`src/hw/rtl/jcsp_pkg.sv`:
```
// ----------------------------------------------------------------------------
// JSON command stream parser package
// Shared types, codes and constants for the byte-wise command parser.
// ----------------------------------------------------------------------------
package jcsp_pkg;

  typedef enum logic [2:0] {
    ST_IDLE  = 3'd0,
    ST_NAME  = 3'd1,
    ST_SEP   = 3'd2,
    ST_VALUE = 3'd3,
    ST_ARRAY = 3'd4,
    ST_CONT  = 3'd5,
    ST_ACONT = 3'd6
  } main_state_e;

  typedef enum logic [1:0] {
    SUB_NONE = 2'd0,
    SUB_NUM  = 2'd1,
    SUB_BOOL = 2'd2,
    SUB_STR  = 2'd3
  } sub_state_e;

  typedef enum logic [1:0] {
    CMD_NIL  = 2'd0,
    CMD_GET  = 2'd1,
    CMD_SET  = 2'd2
  } cmd_e;

  typedef enum logic [1:0] {
    PRM_NONE  = 2'd0,
    PRM_PORT  = 2'd1,
    PRM_VALUE = 2'd2,
    PRM_MODE  = 2'd3
  } prm_e;

  localparam logic [2:0] PK_NONE = 3'd0;
  localparam logic [2:0] PK_IN   = 3'd1;
  localparam logic [2:0] PK_OUT  = 3'd2;
  localparam logic [2:0] PK_CNT  = 3'd3;
  localparam logic [2:0] PK_MOT  = 3'd4;
  localparam logic [2:0] PK_LED  = 3'd5;

  localparam logic [4:0] ERR_STATE      = 5'd0;
  localparam logic [4:0] ERR_NEED_OBJ   = 5'd1;
  localparam logic [4:0] ERR_NEED_STR   = 5'd2;
  localparam logic [4:0] ERR_EXP_COLON  = 5'd3;
  localparam logic [4:0] ERR_END_STR    = 5'd5;
  localparam logic [4:0] ERR_CONT       = 5'd6;
  localparam logic [4:0] ERR_VALUE      = 5'd7;
  localparam logic [4:0] ERR_ACONT      = 5'd8;
  localparam logic [4:0] ERR_CMD        = 5'd9;
  localparam logic [4:0] ERR_PARAM      = 5'd10;
  localparam logic [4:0] ERR_TYPE       = 5'd11;
  localparam logic [4:0] ERR_PORT       = 5'd12;
  localparam logic [4:0] ERR_MODE       = 5'd13;
  localparam logic [4:0] ERR_MODE_PORT  = 5'd14;
  localparam logic [4:0] ERR_NO_CMD     = 5'd15;
  localparam logic [4:0] ERR_GET_REQ    = 5'd16;

  localparam logic [7:0] ESC_BYTE = 8'h1b;

  // Fields of a pending or emitted command.
  typedef struct packed {
    logic [1:0]  request;
    logic [2:0]  port_kind;
    logic [2:0]  port_number;
    logic [3:0]  mode_code;
    logic        value_present;
    logic        value_is_bool;
    logic [15:0] value_word;
  } fields_t;

  typedef struct packed {
    logic        result_kind;
    logic [4:0]  error_code;
    logic        command;
    fields_t     f;
  } result_t;

  // Keyword matching on up to 10 buffered characters: the keywords are short.
  localparam int KW_MAX = 10;
  typedef logic [KW_MAX*8-1:0] kw_t;

  // Packs a keyword, first character in the low byte, zero filled.
  function automatic kw_t kw(input string s);
    kw_t r;
    r = '0;
    for (int i = 0; i < s.len() && i < KW_MAX; i++) r[i*8 +: 8] = s[i];
    return r;
  endfunction

endpackage

```
`src/hw/rtl/jcsp_match.sv`:
```
// ----------------------------------------------------------------------------
// JSON command stream parser keyword matcher
// Compares the text buffer in parallel against the fixed keywords.
// ----------------------------------------------------------------------------
module jcsp_match #(
  parameter int TextChars = 16,
  parameter int LenW      = 5
) (
  input  logic [TextChars*8-1:0] buf_i,
  input  logic [LenW-1:0]        len_i,
  output logic [11:0]            prefix_o,
  output logic [4:0]             equal_o
);
  import jcsp_pkg::*;

  // Prefix keywords: devices, version, led, high, low, open, voltage, resistance,
  // switch, left, right, brake, off. Exact names: set, get, port, value, mode.

  function automatic logic pre(input logic [TextChars*8-1:0] b,
                               input logic [LenW-1:0] n, input kw_t k);
    logic ok;
    ok = 1'b1;
    for (int i = 0; i < TextChars; i++) begin
      if (i < n) begin
        if (i >= KW_MAX) ok = 1'b0;
        else if (k[i*8 +: 8] == 8'd0 || b[i*8 +: 8] != k[i*8 +: 8]) ok = 1'b0;
      end
    end
    return ok;
  endfunction

  function automatic logic eqk(input logic [TextChars*8-1:0] b,
                               input logic [LenW-1:0] n, input kw_t k);
    logic ok;
    ok = pre(b, n, k);
    if (n < LenW'(KW_MAX)) begin
      if (k[n*8 +: 8] != 8'd0) ok = 1'b0;
    end
    return ok;
  endfunction

  always_comb begin
    prefix_o = '0;
    prefix_o[0]  = pre(buf_i, len_i, kw("devices"));
    prefix_o[1]  = pre(buf_i, len_i, kw("version"));
    prefix_o[2]  = pre(buf_i, len_i, kw("led"));
    prefix_o[3]  = pre(buf_i, len_i, kw("high"));
    prefix_o[4]  = pre(buf_i, len_i, kw("low"));
    prefix_o[5]  = pre(buf_i, len_i, kw("open")) | pre(buf_i, len_i, kw("off"));
    prefix_o[6]  = pre(buf_i, len_i, kw("voltage"));
    prefix_o[7]  = pre(buf_i, len_i, kw("resistance"));
    prefix_o[8]  = pre(buf_i, len_i, kw("switch"));
    prefix_o[9]  = pre(buf_i, len_i, kw("left"));
    prefix_o[10] = pre(buf_i, len_i, kw("right"));
    prefix_o[11] = pre(buf_i, len_i, kw("brake"));
    equal_o[0] = eqk(buf_i, len_i, kw("set"));
    equal_o[1] = eqk(buf_i, len_i, kw("get"));
    equal_o[2] = eqk(buf_i, len_i, kw("port"));
    equal_o[3] = eqk(buf_i, len_i, kw("value"));
    equal_o[4] = eqk(buf_i, len_i, kw("mode"));
  end

endmodule

```
`src/hw/rtl/jcsp_core.sv`:
```
// ----------------------------------------------------------------------------
// JSON command stream parser core
// Holds the parser state and decides, per byte, the next state and result.
// ----------------------------------------------------------------------------
module jcsp_core #(
  parameter int TextChars = 16,
  parameter int MaxNest   = 15,
  parameter int NestW     = 4,
  parameter int LenW      = 5
) (
  input  logic              clk_i,
  input  logic              rst_ni,
  input  logic              step_i,
  input  logic [7:0]        byte_i,
  output logic              emit_o,
  output jcsp_pkg::result_t res_o
);
  import jcsp_pkg::*;

  main_state_e main_q, main_d;
  sub_state_e  sub_q, sub_d;
  logic [NestW-1:0] nest_q, nest_d;
  logic [TextChars*8-1:0] buf_q, buf_d;
  logic [LenW-1:0] len_q, len_d;
  logic [15:0] num_q, num_d;
  logic bool_q, bool_d;
  cmd_e cmd_q, cmd_d;
  prm_e prm_q, prm_d;
  fields_t fld_q, fld_d;

  logic [11:0] pfx;
  logic [4:0]  eqv;

  jcsp_match #(.TextChars(TextChars), .LenW(LenW)) u_match (
    .buf_i(buf_q), .len_i(len_q), .prefix_o(pfx), .equal_o(eqv)
  );

  logic [7:0] c, lc, first;
  logic digit, alpha, ws;
  logic [2:0] idx;
  logic idx_ok8, idx_ok4;
  logic [15:0] num_mul;

  assign c     = byte_i;
  assign digit = (c >= "0") && (c <= "9");
  assign alpha = ((c >= "A") && (c <= "Z")) || ((c >= "a") && (c <= "z"));
  assign ws    = (c == " ") || (c == 8'd10) || (c == 8'd13) || (c == 8'd9);
  assign lc    = ((c >= "A") && (c <= "Z")) ? c + 8'd32 : c;
  assign first = buf_q[7:0];
  assign idx   = buf_q[10:8] - 3'd1;
  assign idx_ok8 = (buf_q[15:8] >= "1") && (buf_q[15:8] <= "8");
  assign idx_ok4 = (buf_q[15:8] >= "1") && (buf_q[15:8] <= "4");
  assign num_mul = (num_q << 3) + (num_q << 1) + 16'(c - "0");

  always_comb begin
    sub_state_e kind;
    logic consumed, err, done;
    logic [4:0] code;
    logic len2;
    fields_t f;
    main_d = main_q; sub_d = sub_q; nest_d = nest_q; buf_d = buf_q;
    len_d = len_q; num_d = num_q; bool_d = bool_q; cmd_d = cmd_q;
    prm_d = prm_q; fld_d = fld_q;
    kind = SUB_NONE; consumed = 1'b0; err = 1'b0; done = 1'b0;
    code = ERR_STATE; len2 = (len_q == LenW'(2));
    f = fld_q;
    emit_o = 1'b0;
    res_o = '0;
    if (!step_i || (sub_q != SUB_STR && ws)) begin
      // nothing to do
    end else if (c == 8'd0 || c == ESC_BYTE) begin
      main_d = ST_IDLE; sub_d = SUB_NONE; nest_d = '0;
      cmd_d = CMD_NIL; prm_d = PRM_NONE; fld_d = '0;
    end else begin
      unique case (sub_q)
        SUB_NUM: if (digit) num_d = num_mul; else kind = SUB_NUM;
        SUB_BOOL: if (!alpha) kind = SUB_BOOL;
        SUB_STR: begin
          if (c == "\"") begin
            kind = SUB_STR; consumed = 1'b1;
          end else if (len_q < LenW'(TextChars - 1)) begin
            buf_d[len_q*8 +: 8] = lc;
            len_d = len_q + 1'b1;
          end
        end
        default: ;
      endcase
      if (kind != SUB_NONE) begin
        if (main_q == ST_NAME) begin
          if (nest_q == '0) begin
            if (eqv[0]) cmd_d = CMD_SET;
            else if (eqv[1]) cmd_d = CMD_GET;
            else begin err = 1'b1; code = ERR_CMD; end
          end else if (nest_q == NestW'(1)) begin
            if (eqv[2]) prm_d = PRM_PORT;
            else if (eqv[3]) prm_d = PRM_VALUE;
            else if (eqv[4]) prm_d = PRM_MODE;
            else begin err = 1'b1; code = ERR_PARAM; end
          end
        end else if (main_q == ST_VALUE) begin
          if (cmd_q == CMD_GET) begin
            if (nest_q == NestW'(1) && prm_q == PRM_PORT) begin
              f.port_kind = PK_NONE; f.port_number = '0;
              if (kind != SUB_STR || !len2) begin err = 1'b1; code = ERR_TYPE; end
              else if (first == "i" && idx_ok8) begin
                f.port_kind = PK_IN; f.port_number = idx;
              end else if (first == "c" && idx_ok4) begin
                f.port_kind = PK_CNT; f.port_number = idx;
              end else begin err = 1'b1; code = ERR_PORT; end
            end
            if (nest_q == '0) begin
              if (kind != SUB_STR) begin err = 1'b1; code = ERR_TYPE; end
              else if (pfx[0]) f.request = 2'd1;
              else if (pfx[1]) f.request = 2'd2;
              else begin err = 1'b1; code = ERR_GET_REQ; end
            end
          end else if (cmd_q == CMD_SET && nest_q == NestW'(1)) begin
            if (prm_q == PRM_PORT) begin
              f.port_kind = PK_NONE; f.port_number = '0;
              if (kind != SUB_STR) begin err = 1'b1; code = ERR_TYPE; end
              else if (pfx[2]) f.port_kind = PK_LED;
              else if (!len2) begin err = 1'b1; code = ERR_PORT; end
              else if (first == "i" && idx_ok8) begin
                f.port_kind = PK_IN; f.port_number = idx;
              end else if (first == "o" && idx_ok8) begin
                f.port_kind = PK_OUT; f.port_number = idx;
              end else if (first == "c" && idx_ok4) begin
                f.port_kind = PK_CNT; f.port_number = idx;
              end else if (first == "m" && idx_ok4) begin
                f.port_kind = PK_MOT; f.port_number = idx;
              end else begin err = 1'b1; code = ERR_PORT; end
            end else if (prm_q == PRM_MODE) begin
              if (kind != SUB_STR) begin err = 1'b1; code = ERR_TYPE; end
              else begin
                err = 1'b1; code = ERR_MODE;
                for (int m = 8; m >= 0; m--) begin
                  if (pfx[3+m]) begin f.mode_code = 4'(m + 1); err = 1'b0; end
                end
              end
            end else if (prm_q == PRM_VALUE) begin
              if (kind == SUB_NUM) begin
                f.value_present = 1'b1; f.value_is_bool = 1'b0; f.value_word = num_q;
              end else if (kind == SUB_BOOL) begin
                f.value_present = 1'b1; f.value_is_bool = 1'b1;
                f.value_word = {15'd0, bool_q};
              end else begin err = 1'b1; code = ERR_TYPE; end
            end
          end
        end
        if (!err) begin
          fld_d = f;
          sub_d = SUB_NONE;
          unique case (main_q)
            ST_NAME:  main_d = ST_SEP;
            ST_VALUE: main_d = ST_CONT;
            ST_ARRAY: main_d = ST_ACONT;
            default: begin err = 1'b1; code = ERR_END_STR; end
          endcase
        end
      end
      if (!err && (sub_d == SUB_NONE) && !consumed) begin
        unique case (main_d)
          ST_IDLE: if (c == "{") main_d = ST_NAME; else begin err = 1'b1; code = ERR_NEED_OBJ; end
          ST_NAME: begin
            if (c == "}") begin
              cmd_d = CMD_NIL; prm_d = PRM_NONE; fld_d = '0; main_d = ST_IDLE;
            end else if (c == "\"") begin
              sub_d = SUB_STR; len_d = '0;
            end else begin err = 1'b1; code = ERR_NEED_STR; end
          end
          ST_SEP: if (c == ":") main_d = ST_VALUE; else begin err = 1'b1; code = ERR_EXP_COLON; end
          ST_VALUE, ST_ARRAY: begin
            if (c == "\"") begin
              sub_d = SUB_STR; len_d = '0;
            end else if (digit) begin
              sub_d = SUB_NUM; num_d = {12'd0, c[3:0]};
            end else if (c == "t" || c == "T" || c == "f" || c == "F") begin
              sub_d = SUB_BOOL; bool_d = (c == "t" || c == "T");
            end else if (c == "[" && main_d == ST_VALUE) begin
              main_d = ST_ARRAY;
            end else if (c == "{" && nest_q < NestW'(MaxNest)) begin
              nest_d = nest_q + 1'b1; main_d = ST_NAME;
            end else begin err = 1'b1; code = ERR_VALUE; end
          end
          ST_CONT: begin
            if (c == "}") begin
              if (nest_q != '0) nest_d = nest_q - 1'b1;
              else done = 1'b1;
            end else if (c == ",") main_d = ST_NAME;
            else begin err = 1'b1; code = ERR_CONT; end
          end
          ST_ACONT: begin
            if (c == "]") main_d = ST_CONT;
            else if (c == ",") main_d = ST_ARRAY;
            else begin err = 1'b1; code = ERR_ACONT; end
          end
          default: begin err = 1'b1; code = ERR_STATE; end
        endcase
      end
      if (done) begin
        if (cmd_q == CMD_NIL) begin err = 1'b1; code = ERR_NO_CMD; end
        else if (cmd_q == CMD_SET && fld_q.mode_code != 4'd0 &&
                 ((fld_q.port_kind == PK_OUT && fld_q.mode_code > 4'd3) ||
                  (fld_q.port_kind == PK_IN &&
                   (fld_q.mode_code < 4'd4 || fld_q.mode_code > 4'd6)) ||
                  (fld_q.port_kind == PK_MOT && fld_q.mode_code != 4'd3 &&
                   fld_q.mode_code < 4'd7))) begin
          err = 1'b1; code = ERR_MODE_PORT;
        end else begin
          emit_o = 1'b1;
          res_o.command = (cmd_q == CMD_SET);
          res_o.f = fld_q;
          if (fld_q.port_kind == PK_NONE || fld_q.port_kind == PK_LED)
            res_o.f.port_number = '0;
          cmd_d = CMD_NIL; prm_d = PRM_NONE; fld_d = '0; main_d = ST_IDLE;
        end
      end
      if (err) begin
        emit_o = 1'b1;
        res_o = '0;
        res_o.result_kind = 1'b1;
        res_o.error_code = code;
        main_d = ST_IDLE; sub_d = SUB_NONE; nest_d = '0;
        cmd_d = CMD_NIL; prm_d = PRM_NONE; fld_d = '0;
      end
    end
  end

  always_ff @(posedge clk_i or negedge rst_ni) begin
    if (!rst_ni) begin
      main_q <= ST_IDLE; sub_q <= SUB_NONE; nest_q <= '0; len_q <= '0;
      num_q <= '0; bool_q <= 1'b0; cmd_q <= CMD_NIL; prm_q <= PRM_NONE;
      fld_q <= '0;
    end else begin
      main_q <= main_d; sub_q <= sub_d; nest_q <= nest_d; len_q <= len_d;
      num_q <= num_d; bool_q <= bool_d; cmd_q <= cmd_d; prm_q <= prm_d;
      fld_q <= fld_d;
    end
  end

  always_ff @(posedge clk_i) begin
    buf_q <= buf_d;
  end

  // The string length never passes the buffer limit.
  assert property (@(posedge clk_i) disable iff (!rst_ni)
    len_q <= LenW'(TextChars - 1)) else $error("text length overflow");
  // Nesting stays within the limit.
  assert property (@(posedge clk_i) disable iff (!rst_ni)
    nest_q <= NestW'(MaxNest)) else $error("nest level overflow");
  // Every result leaves the parser idle.
  assert property (@(posedge clk_i) disable iff (!rst_ni)
    emit_o |=> (main_q == ST_IDLE && sub_q == SUB_NONE)) else $error("not idle after result");

endmodule

```
`src/hw/rtl/json_command_stream_parser_top.sv`:
```
// ----------------------------------------------------------------------------
// JSON command stream parser top level
// Parses a byte stream of JSON commands and emits decoded commands or errors.
// ----------------------------------------------------------------------------
//  channel | direction | tdata fields (low bit up)
//  s_axis  | in        | byte_in[7:0]
//  m_axis  | out       | result_kind, error_code, command, request, port_kind,
//          |           | port_number, mode_code, value_present, value_is_bool,
//          |           | value_word (37 bits, zero filled to 40)
// One byte is taken per cycle unless the output stalls; its result, if any, appears in
// the output register in the next cycle, set by the single-pass parser logic.
// rst_ni clears the parser to idle, asynchronously.
// A stalled output stops input only while the output register is full and not
// being drained.
module json_command_stream_parser_top #(
  parameter int TEXT_CHARS = 16,
  parameter int MAX_NEST   = 15
) (
  input  logic        clk_i,
  input  logic        rst_ni,
  input  logic        s_axis_tvalid_i,
  output logic        s_axis_tready_o,
  input  logic [7:0]  s_axis_tdata_i,   // byte_in
  output logic        m_axis_tvalid_o,
  input  logic        m_axis_tready_i,
  output logic [39:0] m_axis_tdata_o    // result fields as listed above
);
  import jcsp_pkg::*;

  localparam int NestW = $clog2(MAX_NEST + 1);
  localparam int LenW  = $clog2(TEXT_CHARS);

  logic    step, emit;
  result_t res;
  logic    ovalid_q;
  logic [36:0] odata_q;

  assign s_axis_tready_o = !ovalid_q || m_axis_tready_i;
  assign step = s_axis_tvalid_i && s_axis_tready_o;

  jcsp_core #(.TextChars(TEXT_CHARS), .MaxNest(MAX_NEST), .NestW(NestW), .LenW(LenW))
    u_core (.clk_i, .rst_ni, .step_i(step), .byte_i(s_axis_tdata_i),
            .emit_o(emit), .res_o(res));

  always_ff @(posedge clk_i or negedge rst_ni) begin
    if (!rst_ni) begin
      ovalid_q <= 1'b0;
    end else if (s_axis_tready_o) begin
      ovalid_q <= emit;
    end
  end

  always_ff @(posedge clk_i) begin
    if (s_axis_tready_o && emit) begin
      odata_q <= {res.f.value_word, res.f.value_is_bool, res.f.value_present,
                  res.f.mode_code, res.f.port_number, res.f.port_kind,
                  res.f.request, res.command, res.error_code, res.result_kind};
    end
  end

  assign m_axis_tvalid_o = ovalid_q;
  assign m_axis_tdata_o  = {3'd0, odata_q};

  // A held result is not overwritten.
  assert property (@(posedge clk_i) disable iff (!rst_ni)
    (ovalid_q && !m_axis_tready_i) |=> (ovalid_q && $stable(odata_q)))
    else $error("held result lost");
  // Input is refused only while a result waits.
  assert property (@(posedge clk_i) disable iff (!rst_ni)
    !s_axis_tready_o |-> ovalid_q) else $error("spurious stall");
  // A result leaves the core only on an accepted byte.
  assert property (@(posedge clk_i) disable iff (!rst_ni)
    emit |-> step) else $error("result without byte");

endmodule
```
`config.mk`:
```
export PLATFORM = sky130hd
export DESIGN_NAME = json_command_stream_parser_top
export DESIGN_NICKNAME = d
export VERILOG_FILES = /design/src/hw/rtl/jcsp_pkg.sv /design/src/hw/rtl/jcsp_match.sv /design/src/hw/rtl/jcsp_core.sv /design/src/hw/rtl/json_command_stream_parser_top.sv
export SDC_FILE = /design/constraint.sdc
export NUM_CORES = 1
export LEC_CHECK = 0
export BUFFER_PORTS_ARGS = -buffer_cell sky130_fd_sc_hd__buf_2
export CAP_MARGIN = 15
export CORE_ASPECT_RATIO = 1.25
export CORE_UTILIZATION = 57
export DETAILED_ROUTE_END_ITERATION = 8
export HOLD_SLACK_MARGIN = 0.08
export PLACE_DENSITY = 0.78
export SETUP_SLACK_MARGIN = 0.4
export SYNTH_ARGS = -nofsm -noshare
export SYNTH_HDL_FRONTEND = slang
export SYNTH_SLANG_ARGS = --single-unit
export TNS_END_PERCENT = 10
```
`constraint.sdc`:
```
create_clock -name clk_i -period 5.5 [get_ports clk_i]
set_input_delay 0.55 -clock clk_i [delete_from_list [all_inputs] [get_ports clk_i]]
set_output_delay 0.55 -clock clk_i [all_outputs]
set_load 0.05 [all_outputs]
```
# After elaboration in Yosys (flattened, before gate mapping)
# Cells that the tools add are included.
# word_totals
ff_bits,230
latchBits,0
mem_bits_rw,0
romBits,0
out_inout_bits,42
n_memories,0
# classes
add_sub_neg,9
mul,0
div_mod_pow,0
n_lt_le_gt_ge,31
eq_ne,112
shift,7
n_mux,655
bitwise_logic,7
reduce_logical,70
# op_table
cell,count
"8-bit by 7-bit != test with 1-bit output, second input constant",57
1-bit two-way mux,435
"80-bit by 8-bit variable part select with 8-bit output, first input constant",5
30-bit two-way mux,12
5-bit two-way mux,53
128-bit bitwise mux,1
4-bit two-way mux,32
"8-bit by 34-bit variable shift with 128-bit output, first input constant",1
8-bit by 34-bit variable part select with 128-bit output,1
6-bit two-way mux,21
2-bit two-way mux,49
"8-bit by 7-bit == test with 1-bit output, second input constant",12
16-bit two-way mux,6
31-bit two-way mux,3
3-bit two-way mux,26
18-bit two-way mux,4
22-bit two-way mux,2
8-bit nonzero test,5
37-bit two-way mux,1
7-bit negation with 34-bit output,1
16-bit adder,2
"8-bit by 6-bit == test with 1-bit output, second input constant",4
5-bit case mux with 6 select lines,1
"4-bit less-than comparator, first input constant",7
other kinds (58),150

# Longest topological paths before layout
# Gate-level depths: netlist (run 1).
# logic_depth
depth_word,62
mapped_depth,23
mapped_depth_nobuf,19

# By module
# A second synthesis (run 1) with hierarchy kept.
# unflattened
hier_cells,1419
area_unflattened_um2,13778.2
# by_module_without_submodules
module,instances,cells_each,area_per_inst_um2,seq_area_each_um2
jcsp_core,1,1158,11200.7,5445.2
jcsp_match,1,215,1382.6,0.0
json_command_stream_parser_top,1,46,1194.9,1136.1

# Least setup slack after synthesis (run 1)
# No wires, ideal clock.
# synth_timing
path_kind,input to register
startpoint,in s_axis_tdata_i[6]
endpoint,"reg odata_q[0], enable pin"
setup_time_ps,431
arrival_ps,5625
setup_slack_ps,-556
stages,18
n_path_buf,2
cell_sequence,clkbuf_1 -> nor2_1 -> nand2_1 -> nor4_2 -> a21oi_1 -> nand2b_1 -> inv_1 -> ha_1 -> clkbuf_1 -> nand2_1 -> o21ba_2 -> o221ai_1 -> o211ai_2 -> o21ai_2 -> a22o_1 -> o41ai_4 -> nor3_1 -> nor2_1
# synth_between
elab_chain_len,42
# synth_rtl
element,line_no,rtl
from (decl),json_command_stream_parser_top.sv:23,"input logic [7:0] s_axis_tdata_i,"
8-bit by 7-bit greater-or-equal comparator with 1-bit output / 8-bit by 7-bit <= comparator with 1-bit output (equally long branches),jcsp_core.sv:46,"assign alpha = ((c >= ""A"") && (c <= ""Z"")) || ((c >= ""a"") && (c <= ""z""));"
1-bit logical AND,jcsp_core.sv:46,
1-bit logical OR,jcsp_core.sv:46,
2-bit two-way mux,jcsp_core.sv:77,SUB_BOOL: if (!alpha) kind = SUB_BOOL;
2-bit case mux with 3 select lines,jcsp_core.sv:75,unique case (sub_q)
2-bit two-way mux,jcsp_core.sv:71,end else if (c == 8'd0 || c == ESC_BYTE) begin
2-bit two-way mux,jcsp_core.sv:69,if (!step_i || (sub_q != SUB_STR && ws)) begin
2-bit != test,-,
[26 not listed],-,
1-bit two-way mux,jcsp_core.sv:201,if (cmd_q == CMD_NIL) begin err = 1'b1; code = ERR_NO_CMD; end
1-bit two-way mux,jcsp_core.sv:200,if (done) begin
1-bit two-way mux,jcsp_core.sv:71,
1-bit two-way mux,jcsp_core.sv:69,
1-bit two-way mux,jcsp_core.sv:218,if (err) begin
1-bit two-way mux,jcsp_core.sv:71,
1-bit two-way mux (*),jcsp_core.sv:69,
1-bit logical AND (*),json_command_stream_parser_top.sv:54,if (s_axis_tready_o && emit) begin
to (signal assigned),json_command_stream_parser_top.sv:55,"odata_q <= {res.f.value_word, res.f.value_is_bool, res.f.value_present,"
to (decl),json_command_stream_parser_top.sv:36,logic [36:0] odata_q;
# Mark *: on every way between the ends. The rest lies on a longest branch, timed or not. The select of a mux whose other input is x is not followed.
# A chain may end at the register's enable or synchronous reset.

# Worst setup path in the final report (run 1)
# layout_timing
startpoint,in s_axis_tdata_i[6]
endpoint,reg u_core.fld_q[16] (netlist name)
# layout_between
elab_chain_len,40
# layout_rtl
element,line_no,rtl
8-bit by 7-bit greater-or-equal comparator with 1-bit output / 8-bit by 7-bit <= comparator with 1-bit output (equally long branches),jcsp_core.sv:46,
1-bit logical AND,jcsp_core.sv:46,
1-bit logical OR,jcsp_core.sv:46,
2-bit two-way mux,jcsp_core.sv:77,
2-bit case mux with 3 select lines,jcsp_core.sv:75,
2-bit two-way mux,jcsp_core.sv:71,
2-bit two-way mux,jcsp_core.sv:69,
2-bit != test,-,
[24 not listed],-,
1-bit two-way mux,jcsp_core.sv:161,if (!err && (sub_d == SUB_NONE) && !consumed) begin
1-bit two-way mux,jcsp_core.sv:202,else if (cmd_q == CMD_SET && fld_q.mode_code != 4'd0 &&
1-bit two-way mux,jcsp_core.sv:201,
1-bit two-way mux,jcsp_core.sv:200,
1-bit two-way mux,jcsp_core.sv:71,
1-bit two-way mux,jcsp_core.sv:69,
30-bit two-way mux,jcsp_core.sv:218,
30-bit two-way mux,jcsp_core.sv:71,
to (signal assigned),jcsp_core.sv:237,fld_q <= fld_d;
to (decl),jcsp_core.sv:29,"fields_t fld_q, fld_d;"
# Parallel ways exist; a longest one is shown, timed or not. The select of a mux whose other input is x is not followed.

==> run metrics, run 1 <==
final wirelength 37.30 mm; Die Wd 133.3 um; Sum Neg Setup Slack 0 ns; RD Place Congestion 1.037; DRT iter0 DRCs 1,030; Buf+Inv Stages, Crit Path 3; core area 0.02097 mm^2; Die Height 166.2 um; clk slew on worst S/H paths 0.08 ns; Synth area leader edfxtp_1; TritonCTS clock tree yes; Max-slew headroom 0.2578; RSZ-0062 raised after global routing yes; Req. time, crit path 5.83 ns; Num Clock Sinks 182; routed length per instance 22.73 um; Final Max Tran Viols 0; final setup vio count 0; Final Net Count 1,424; Max Clock Skew 0.01507 ns; CP endpoint kind register; Post-Syn Area 0.01229 mm^2; Final Hold Fails 0; critical path's largest stage delay 0.57 ns; min Tclk post-route 4.905 ns; Worst VDD drop 0.3760 mV; CP Class in2reg; Leak Pwr 0.005472 uW; ANT nets after route 0; initial antenna violation count 0; pin count of the biggest net entering global routing 66; vias in the first global route 10,560; max cap viols 0; average cell area after synthesis 9.580 um^2; combinational share of power 0.359; worst min path class in2async; CTS H-tree lvls 4; Max FO, Critical Path 15; Critical Path Start Type primary input; Final Cycle Share 0.8919; Syn. warnings 0; crit path DAT 5.23 ns; crit-path leading delay family compound AO/OA/AOI/OAI gates; CTS Buffer Depth 2; CP max stage cell or4_1; area grow syn2layout 11.86%; post-synth top area share 0.2859; Pint 2662 uW; power consumption 4451 uW; Post-CTS Hold Fix Bufs 0; sequential share of power 0.361; dominant synthesized flop cell edfxtp_1; status completed; first-pass GRT wire length 58.27 mm; Sw Pwr 1789 uW; die area 0.02216 mm^2; I/O Pins 54; #FFs+latches synth 182; DRC 0; Unique masters post-synth 103; CTS Buf Count 17; Starting Density 0.5862; sequential fraction of the synthesis area 0.4182; port bufs 50; Async S/R FF share, synth 0.3571; PwrDens 323.7 mW/mm^2; root buffer cell clkbuf_16; GRT overflow 0; DP HPWL 28.69 mm; number of enable flip-flop cells after synthesis 117; Net Sw Frac 0.4019; clock power share 0.279; diode count 0; via count 11,010; share of layout cells above drive strength 1 0.1478; CP Cell Sequence buf_2, nor2_1, nand2_1, or4_1, nor2_1, o21ai_0, buf_4, ha_1, nor2b_1, o21ai_0, o311ai_2, o211ai_2, o21ai_1, a22o_1, o41ai_4, nor3_4, buf_4, nand2_2, o41ai_1; worst-skew pair later-pin latency 0.45 ns; Pre-Repair DR Iteration Count 5; largest cells by area after synthesis edfxtp_1 29%, dfrtp_1 13%, ha_1 4.6%; GRT Resource Usage Total 0.3433; Post-Syn Instances 1,283; FP Rows 59; vias per cell 6.711; Fmax 0.2039 GHz; Worst-Margin Slew 1.085 ns
power groups by stage:
stage	Combinational [uW]	Clock (uW)	Sequential (uW)
final	1600	1240	1610
after global routing	1730	1300	1610
after CTS	1550	1250	1600
after detailed placement	1540	0	1630
after global placement	1530	0	1630
after floorplan	1020	0	1660
final cells by class:
class                      count  area [um^2]
fill                        1765         7217
multi-input combinational    980         6658
sequential                   182         5140
timing repair buffer         119        805.8
clock buffer                  17        425.4
tap                          274        342.8
inverter                      54        202.7
clock inverter                15        173.9
cells in the final DEF (no fill, tap or decap), drive strengths merged, types with 45 or more instances in the layout:
| cell | synthesis | final |
|---|---|---|
| nor2 | 133 | 133 |
| buf | 20 | 119 |
| edfxtp | 117 | 117 |
| nand2 | 106 | 106 |
| dfrtp | 65 | 65 |
| a21oi | 65 | 65 |
| inv | 53 | 62 |
| o21ai | 55 | 55 |
| and2 | 48 | 48 |
| nor3 | 48 | 48 |
| ha | 45 | 45 |
worst register-to-register path, cell delays in order, from the launching register on:
cell and delay (ns):
dfrtp_1 0.39, inv_1 0.23, ha_1 0.38, buf_4 0.19, or3b_1 0.41, a21oi_1 0.32, a31o_2 0.23, nand4_1 0.22
a311oi_4 0.49, a21oi_1 0.23, nor2_1 0.15, a31oi_1 0.05, o311a_1 0.39, nor3_4 0.23, buf_4 0.24, nand2_2 0.20
o41ai_1 0.41
registers in the layout, summed over array words and instances, names as in the netlist:
name,cells
m_axis_tvalid_o,1
odata_q,37
u_core.bool_q,1
u_core.buf_q,80
u_core.cmd_q,2
u_core.fld_q,30
u_core.len_q,4
u_core.main_q,3
u_core.nest_q,4
u_core.num_q,16
u_core.prm_q,2
u_core.sub_q,2
worst paths after layout:
check | start | end | slack, ns | depth (start not counted)
max in group asynchronous | rst_ni | u_core.fld_q[20] | 4.64 | 2
hold / removal | rst_ni | u_core.fld_q[10] | 0.30 | 2
setup reg to reg | u_core.len_q[1] | u_core.fld_q[16] | 0.62 | 16
min in group clk_i | m_axis_tready_i | m_axis_tvalid_o | 0.48 | 3
setup / recovery | s_axis_tdata_i[6] | u_core.fld_q[16] | 0.59 | 19
hold reg to reg | u_core.fld_q[15] | u_core.fld_q[15] | 0.49 | 1
through the flow:
step	instances	worst slack (ns)	util	area, um^2	hold WS, ns
floorplan	1285	0.4343	-	12310	0.2544
global placement	1606	0.3732	0.6259	13120	0.4660
detailed placement	1606	0.2391	0.6259	13120	0.4730
CTS	1638	0.6800	0.6545	13720	0.3289
global route	1641	0.3858	0.6558	13750	0.3833
finish	1641	0.5948	0.6558	13750	0.2979
cell usage after synthesis, drive strengths merged (23+ instances only):
| master | instances |
|---|---|
| a21oi | 65 |
| and2 | 48 |
| and3 | 41 |
| clkbuf | 49 |
| dfrtp | 65 |
| edfxtp | 117 |
| ha | 45 |
| inv | 53 |
| nand2 | 106 |
| nand3 | 23 |
| nand4 | 23 |
| nor2 | 133 |
| nor3 | 48 |
| o21ai | 55 |
kinds of logic after synthesis:
| family | share of synthesized area |
|---|---|
| fa+ha+maj | 0.06699 |
| compound gates | 0.1931 |
| simple gates | 0.2587 |
| buf+inv | 0.04174 |
| mux | 0.004581 |
| other cells | 0.0003051 |
| flops | 0.4182 |
| xor+xnor | 0.01639 |
metal layers:
metal	wire [um]	share of wire	track usage	vias to the layer above
met2	18790	0.50	0.5947	514
li1	-	-	-	5010
met4	2042	0.055	0.1996	0
met3	2237	0.060	0.04029	124
met1	14230	0.38	0.4093	5365
met5	0	0	0	-
repair_timing:
| action | CTS | global route |
|---|---|---|
| setup buffers | 0 | 3 |
| setup endpoints to repair | 0 | 3 |
| gates resized for setup | 0 | 1 |
Note: power is estimated with default switching activity, not from simulation.
==> run 2: changes to the inputs <==
- CORE_ASPECT_RATIO: 1.25 -> 1.5
- HOLD_SLACK_MARGIN: 0.08 -> 0.02
- RECOVER_POWER: unset -> 25
==> run 2 against run 1 <==
Effect of this change: die area is essentially flat; clock skew shrank 0.0044 ns; register-to-register slack lost 0.05 ns; non-clock buffer count shrank 4; worst hold slack gained 0.14 ns; design area shrank 0.70%; highest routed layer unchanged; combinational power is essentially flat; flip-flop and latch count is the same; core utilization shrank 0.77 points; the flow now finishes with violations (capacitance limit, slew limit); largest power group unchanged; clock power is essentially flat; global-route usage grew 0.92 points.
==> run metrics, run 2 (synthesis results as in run 1) <==
status finished with violations; failing checks capacitance limit, slew limit; crit path DAT 5.30 ns (+0.07 ns); Worst VDD drop 0.3793 mV (+0.87%); Filler cells 1,769 (+0.23%); ANT nets after route 0 (unchanged); routed length per instance 23.04 um (+1.4%); Worst Setup SP u_core.len_q[3]; register area 0.005140 mm^2 (unchanged); Max FO, Critical Path 20 (+5); Sum Neg Setup Slack 0 ns (unchanged); Post-CTS Setup Bufs 0 (unchanged); final worst slack 0.5729 ns (-0.02190 ns); DRC 0 (unchanged); worst min path class in2reg; RSZ-0062 raised after global routing yes; diode count 0 (unchanged); vias in the first global route 10,510 (-0.43%); commonest non-fill, non-tap cell in the layout nor2_1; Worst-Margin Slew 3.629 ns (+2.544 ns); final wirelength 37.58 mm (+0.75%); share of layout cells above drive strength 1 0.1196 (-0.02818); min Tclk post-route 4.927 ns (+0.02190 ns); Final Cycle Share 0.8958 (+0.003981); root buffer cell clkbuf_16; initial antenna violation count 0 (unchanged); max reg flops 80 (unchanged); Leak Pwr 0.005340 uW (-2.4%); wire length on met3 2.162 mm (-3.4%); FP Rows 65 (+10%); via count 10,890 (-1.1%); vias per cell 6.679 (-0.48%); port bufs 50 (unchanged); Largest regs u_core.buf_q (80), odata_q (37), u_core.fld_q (30); Met2 Wirelength 19.03 mm (+1.3%); Biggest register u_core.buf_q; GRT overflow 0 (unchanged); Placement Setup Slack 0.07830 ns (-0.1608 ns); DRT iter0 DRCs 1,154 (+12%); DP HPWL 28.59 mm (-0.38%); R2R Setup Slk 0.57 ns (-0.05 ns); Die Height 181.8 um (+9.4%); RD Place Congestion 1.116 (+7.5%); die area 0.02217 mm^2 (about the same); pin count of the biggest net entering global routing 66 (unchanged); CP endpoint kind register; r2r endpoint u_core.nest_q[3]; Max-slew headroom -1.419 (-1.677); GRT Resource Usage Total 0.3525 (+0.009193); Final Hold Fails 0 (unchanged); CP Class reg2reg; DRT met1 WL 13.74 mm (-3.5%); Fmax 0.2030 GHz (-0.44%); first-pass GRT wire length 58.21 mm (-0.11%); Starting Density 0.5835 (-0.002751); worst-skew pair later-pin latency 0.45 ns (about the same); most frequent cells in the layout 132 x nor2_1, 117 x edfxtp_1, 105 x nand2_1, 65 x dfrtp_1, 64 x a21oi_1; PwrDens 323.5 mW/mm^2 (about the same); max cap viols 1 (+1); Critical Path Start Type register; TritonCTS clock tree yes; CTS Buffer Depth 2 (unchanged); worst r2r src u_core.len_q[3]; Pre-Repair DR Iteration Count 6 (+1); clk slew on worst S/H paths 0.07 ns (about the same); worst setup path end u_core.nest_q[3]; Req. time, crit path 5.87 ns (+0.04 ns); core area 0.02106 mm^2 (+0.47%); CTS Buf Count 17 (unchanged); Final Max Tran Viols 66 (+66); Final Net Count 1,420 (-0.28%); Num Clock Sinks 182 (unchanged); highest metal used met4; FF-to-FF path depth 12 (-4); CTS H-tree lvls 4 (unchanged); final setup vio count 0 (unchanged); area of the multi-input gates 0.006660 mm^2 (about the same); Max Clock Skew 0.01063 ns (-0.004442 ns); I/O Pins 54 (unchanged); Die Wd 121.9 um (-8.6%); area grow syn2layout 11.08%
==> run 2: cell count changes in the layout (fill, tap and decap cells not counted), moves of 3 or more <==
cell / before / now
clkinv_8: 5 / 0
buf_2: 50 / 15
inv_6: 3 / 6
inv_8: 4 / 0
buf_4: 66 / 61
clkbuf_1: 0 / 37
==> run 2: where the power goes <==
part | total, uW | internal (uW) | switching [uW]
Sequential | 1600 | 1530 | 64.5
Clock | 1220 | 665 | 557
Combinational | 1600 | 505 | 1090
==> run 2: stage by stage <==
stage,std cells,total power (uW),instance area (um^2),util,hold slack [ns]
CTS,1631,4391,13690,0.6500,0.3167
detailed placement,1599,3188,13110,0.6222,0.4741
global route,1631,4594,13650,0.6481,0.4972
global placement,1599,3164,13110,0.6222,0.4672
finish,1631,4417,13650,0.6481,0.4428
floorplan,1285,2679,12310,-,0.2544
==> run 2: cell type report <==
| type | count | area share |
|---|---|---|
| clock buffers | 22 | 0.03712 |
| repair buffers | 115 | 0.05334 |
| multi-input cells | 980 | 0.4879 |
| well taps | 268 | 0.02456 |
| clock inverters | 10 | 0.005774 |
| flip-flops and latches | 182 | 0.3765 |
| inverters | 54 | 0.01485 |
==> run 2: worst max-delay path: stages (launching register included) <==
cell and delay, ns:
dfrtp_1 0.68, nor3_4 0.53, a31oi_1 0.24, or4_4 0.62, a2111oi_4 0.51, or4_4 0.26
o31ai_4 0.09, a2111oi_2 0.51, o21ai_0 0.30, o21a_1 0.21, or3_4 0.40, or3_1 0.32
a22oi_1 0.16
==> run 2: timing repair <==
item,CTS,global route
hold buffers,0,0
resized for setup,0,4
endpoints found under the setup margin,0,72
==> run 2: how the worst min path moves through the flow <==
| stage | from | end | cells past startpoint |
|---|---|---|---|
| 4_1_cts | rst_ni | u_core.fld_q[10] | 2 |
| 3_3_place_gp | u_core.fld_q[14] | u_core.fld_q[14] | 1 |
| 6_report | m_axis_tready_i | m_axis_tvalid_o | 3 |
| 2_1_floorplan | rst_ni | m_axis_tvalid_o | 0 |
| 3_5_place_dp | u_core.fld_q[13] | u_core.fld_q[13] | 1 |
| 5_1_grt | u_core.fld_q[13] | u_core.fld_q[13] | 1 |
==> run 2: per-layer routing <==
layer,vias to the layer above,global-route usage
met1,5219,0.3958
met5,-,0
met4,0,0.2543
li1,4993,-
met2,515,0.6032
met3,166,0.04837
==> run 3: changes to the inputs <==
--- a/config.mk
+++ b/config.mk
@@ -9,7 +9,9 @@
 export CAP_MARGIN = 15
+export CELL_PAD_IN_SITES_DETAIL_PLACEMENT = 2
+export CELL_PAD_IN_SITES_GLOBAL_PLACEMENT = 2
 export CORE_ASPECT_RATIO = 1.5
-export CORE_UTILIZATION = 57
+export CORE_UTILIZATION = 37
 export DETAILED_ROUTE_END_ITERATION = 8
 export HOLD_SLACK_MARGIN = 0.02
-export PLACE_DENSITY = 0.78
+export PLACE_DENSITY_LB_ADDON = 0.1
 export RECOVER_POWER = 25
==> constraint.sdc (replaced) <==
create_clock -name clk_i -period 4.2 [get_ports clk_i]
set_input_delay 0.63 -clock clk_i [delete_from_list [all_inputs] [get_ports clk_i]]
set_output_delay 0.63 -clock clk_i [all_outputs]
set_load 0.05 [all_outputs]
==> run 3 against run 2 <==
Effect of this change: sequential power rose by 30%; die area rose by 53%; critical path depth increased by 3; the run ends with capacitance limit, slew limit, setup timing left; global-route usage up 0.75 points; power grew 59%; design area increased by 27%; combinational power up 93%.
==> run metrics, run 3 (synthesis results as in run 1) <==
worst min path class in2reg; pin count of the biggest net entering global routing 66 (unchanged); Leak Pwr 0.007113 uW (+33%); area grow syn2layout 41.16%; area of the multi-input gates 0.007677 mm^2 (+15%); Die Wd 150.8 um (+24%); failing checks capacitance limit, slew limit, setup timing; share of layout cells above drive strength 1 0.3730 (+0.2534); Fmax 0.2269 GHz (+12%); final wirelength 66.99 mm (+78%); core area 0.03263 mm^2 (+55%); die area 0.03397 mm^2 (+53%); worst-skew pair later-pin latency 0.50 ns (+0.05 ns); Biggest register u_core.buf_q; final setup vio count 95 (+95); DRC 0 (unchanged); initial antenna violation count 1 (+1); CP Class reg2reg; Worst VDD drop 0.5036 mV (+33%); Max-slew headroom -0.3117 (+1.108); RD Place Congestion 0.9417 (-16%); commonest non-fill, non-tap cell in the layout buf_4; I/O Pins 54 (unchanged); Worst-Margin Slew 1.968 ns (-1.662 ns); Starting Density 0.3766 (-0.2069); CP endpoint kind register; Max Clock Skew 0.02557 ns (+0.01493 ns); Req. time, crit path 4.63 ns (-1.24 ns); Pre-Repair DR Iteration Count 5 (-1); PwrDens 404.3 mW/mm^2 (+25%); clk slew on worst S/H paths 0.10 ns (+0.03 ns); crit path DAT 4.83 ns (-0.47 ns); root buffer cell clkbuf_16; RSZ-0062 raised after global routing yes; Critical Path Start Type register; fin util 0.5316 (-0.1165); DP HPWL 44.21 mm (+55%); routed length per instance 32.38 um (+41%); GRT overflow 0 (unchanged); Final Net Count 1,711 (+20%); Filler cells 3,371 (+91%); ANT nets after route 0 (unchanged); Final Hold Fails 0 (unchanged); GRT Resource Usage Total 0.3600 (+0.007514); DRT iter0 DRCs 631 (-45%); CTS Buf Count 17 (unchanged); Num Clock Sinks 182 (unchanged); min Tclk post-route 4.408 ns (-0.5191 ns); Largest regs u_core.buf_q (80), odata_q (37), u_core.fld_q (30); max cap viols 1 (unchanged); Final Max Tran Viols 66 (unchanged); vias per cell 6.399 (-4.2%); CTS H-tree lvls 4 (unchanged); register area 0.005144 mm^2 (about the same); Die Height 225.2 um (+24%); worst hold slack 0.5051 ns (+0.06233 ns); port bufs 50 (unchanged); CTS Buffer Depth 2 (unchanged); TritonCTS clock tree yes; status finished with violations; diode count 0 (unchanged); Max FO, Critical Path 5 (-75%); Sum Neg Setup Slack -11.55 ns (-11.55 ns); vias in the first global route 14,260 (+36%); via count 13,240 (+22%); FP Rows 81 (+25%); final worst slack -0.2080 ns (-0.7809 ns); most frequent cells in the layout 320 x buf_4, 123 x nor2_1, 117 x edfxtp_1, 97 x nand2_1, 62 x dfrtp_1; first-pass GRT wire length 88.69 mm (+52%); max reg flops 80 (unchanged); power consumption 7014 uW (+59%); Final Cycle Share 1.050 (+0.1537)
## run 3: layer usage
layer	wire [um]	GRT usage	vias up
met5	12	0	-
met4	6233	0.2787	2
met3	2933	0.04089	347
met2	35940	0.6793	583
met1	21870	0.3482	6742
li1	-	-	5565
## run 3: what timing repair did
| item | 4_1_cts | 5_1_grt |
|---|---|---|
| gates cloned | 1 | 3 |
| hold buffers | 0 | 0 |
| resized for setup | 137 | 107 |
| buffers inserted | 24 | 17 |
| pin swaps | 48 | 43 |
| setup endpoints to repair | 139 | 175 |
## run 3: stage by stage
step	cell area [um^2]	std cells	setup slack, ns
floorplan	12440	1285	-0.3845
global placement	15270	1992	-0.5477
detailed placement	15270	1992	-0.8384
CTS	16700	2049	0.009235
global route	17350	2069	-0.2752
finish	17350	2069	-0.2080
## run 3: worst paths after layout
check | startpoint | endpoint | slack, ns | cells past startpoint
max | u_core.buf_q[31] | u_core.nest_q[3] | -0.21 | 15
min | m_axis_tready_i | m_axis_tvalid_o | 0.51 | 3
max reg2reg | u_core.buf_q[31] | u_core.nest_q[3] | -0.21 | 15
min reg2reg | u_core.fld_q[5] | u_core.fld_q[5] | 0.51 | 1
max in group asynchronous | rst_ni | u_core.len_q[0] | 2.22 | 1
min in group asynchronous | rst_ni | u_core.main_q[0] | 0.63 | 1
## run 3: final cells by class
class / instances / share of cell area
sequential: 182 / 0.2965
timing repair buffer: 405 / 0.1820
multi-input combinational: 981 / 0.4425
clock inverter: 15 / 0.01284
tap: 415 / 0.02993
inverter: 54 / 0.01176
clock buffer: 17 / 0.02452
## run 3: critical path, cell delays in order, from the launching register on
cell and delay [ns]:
edfxtp_1 0.43, nand4bb_1 0.39, buf_4 0.28, or3_1 0.32, nor4_1 0.19, a21o_1 0.25
a41oi_1 0.31, a31oi_4 0.38, o21ai_4 0.13, buf_6 0.15, buf_6 0.13, a21boi_2 0.32
o21ai_4 0.12, or3_4 0.40, or3_1 0.41, a22oi_2 0.14
## run 3: power by group
group	switching, uW	total [uW]	internal, uW
clock network	964	1840	880
registers	65.8	2080	2010
logic	1910	3090	1180
total	2940	7010	4080
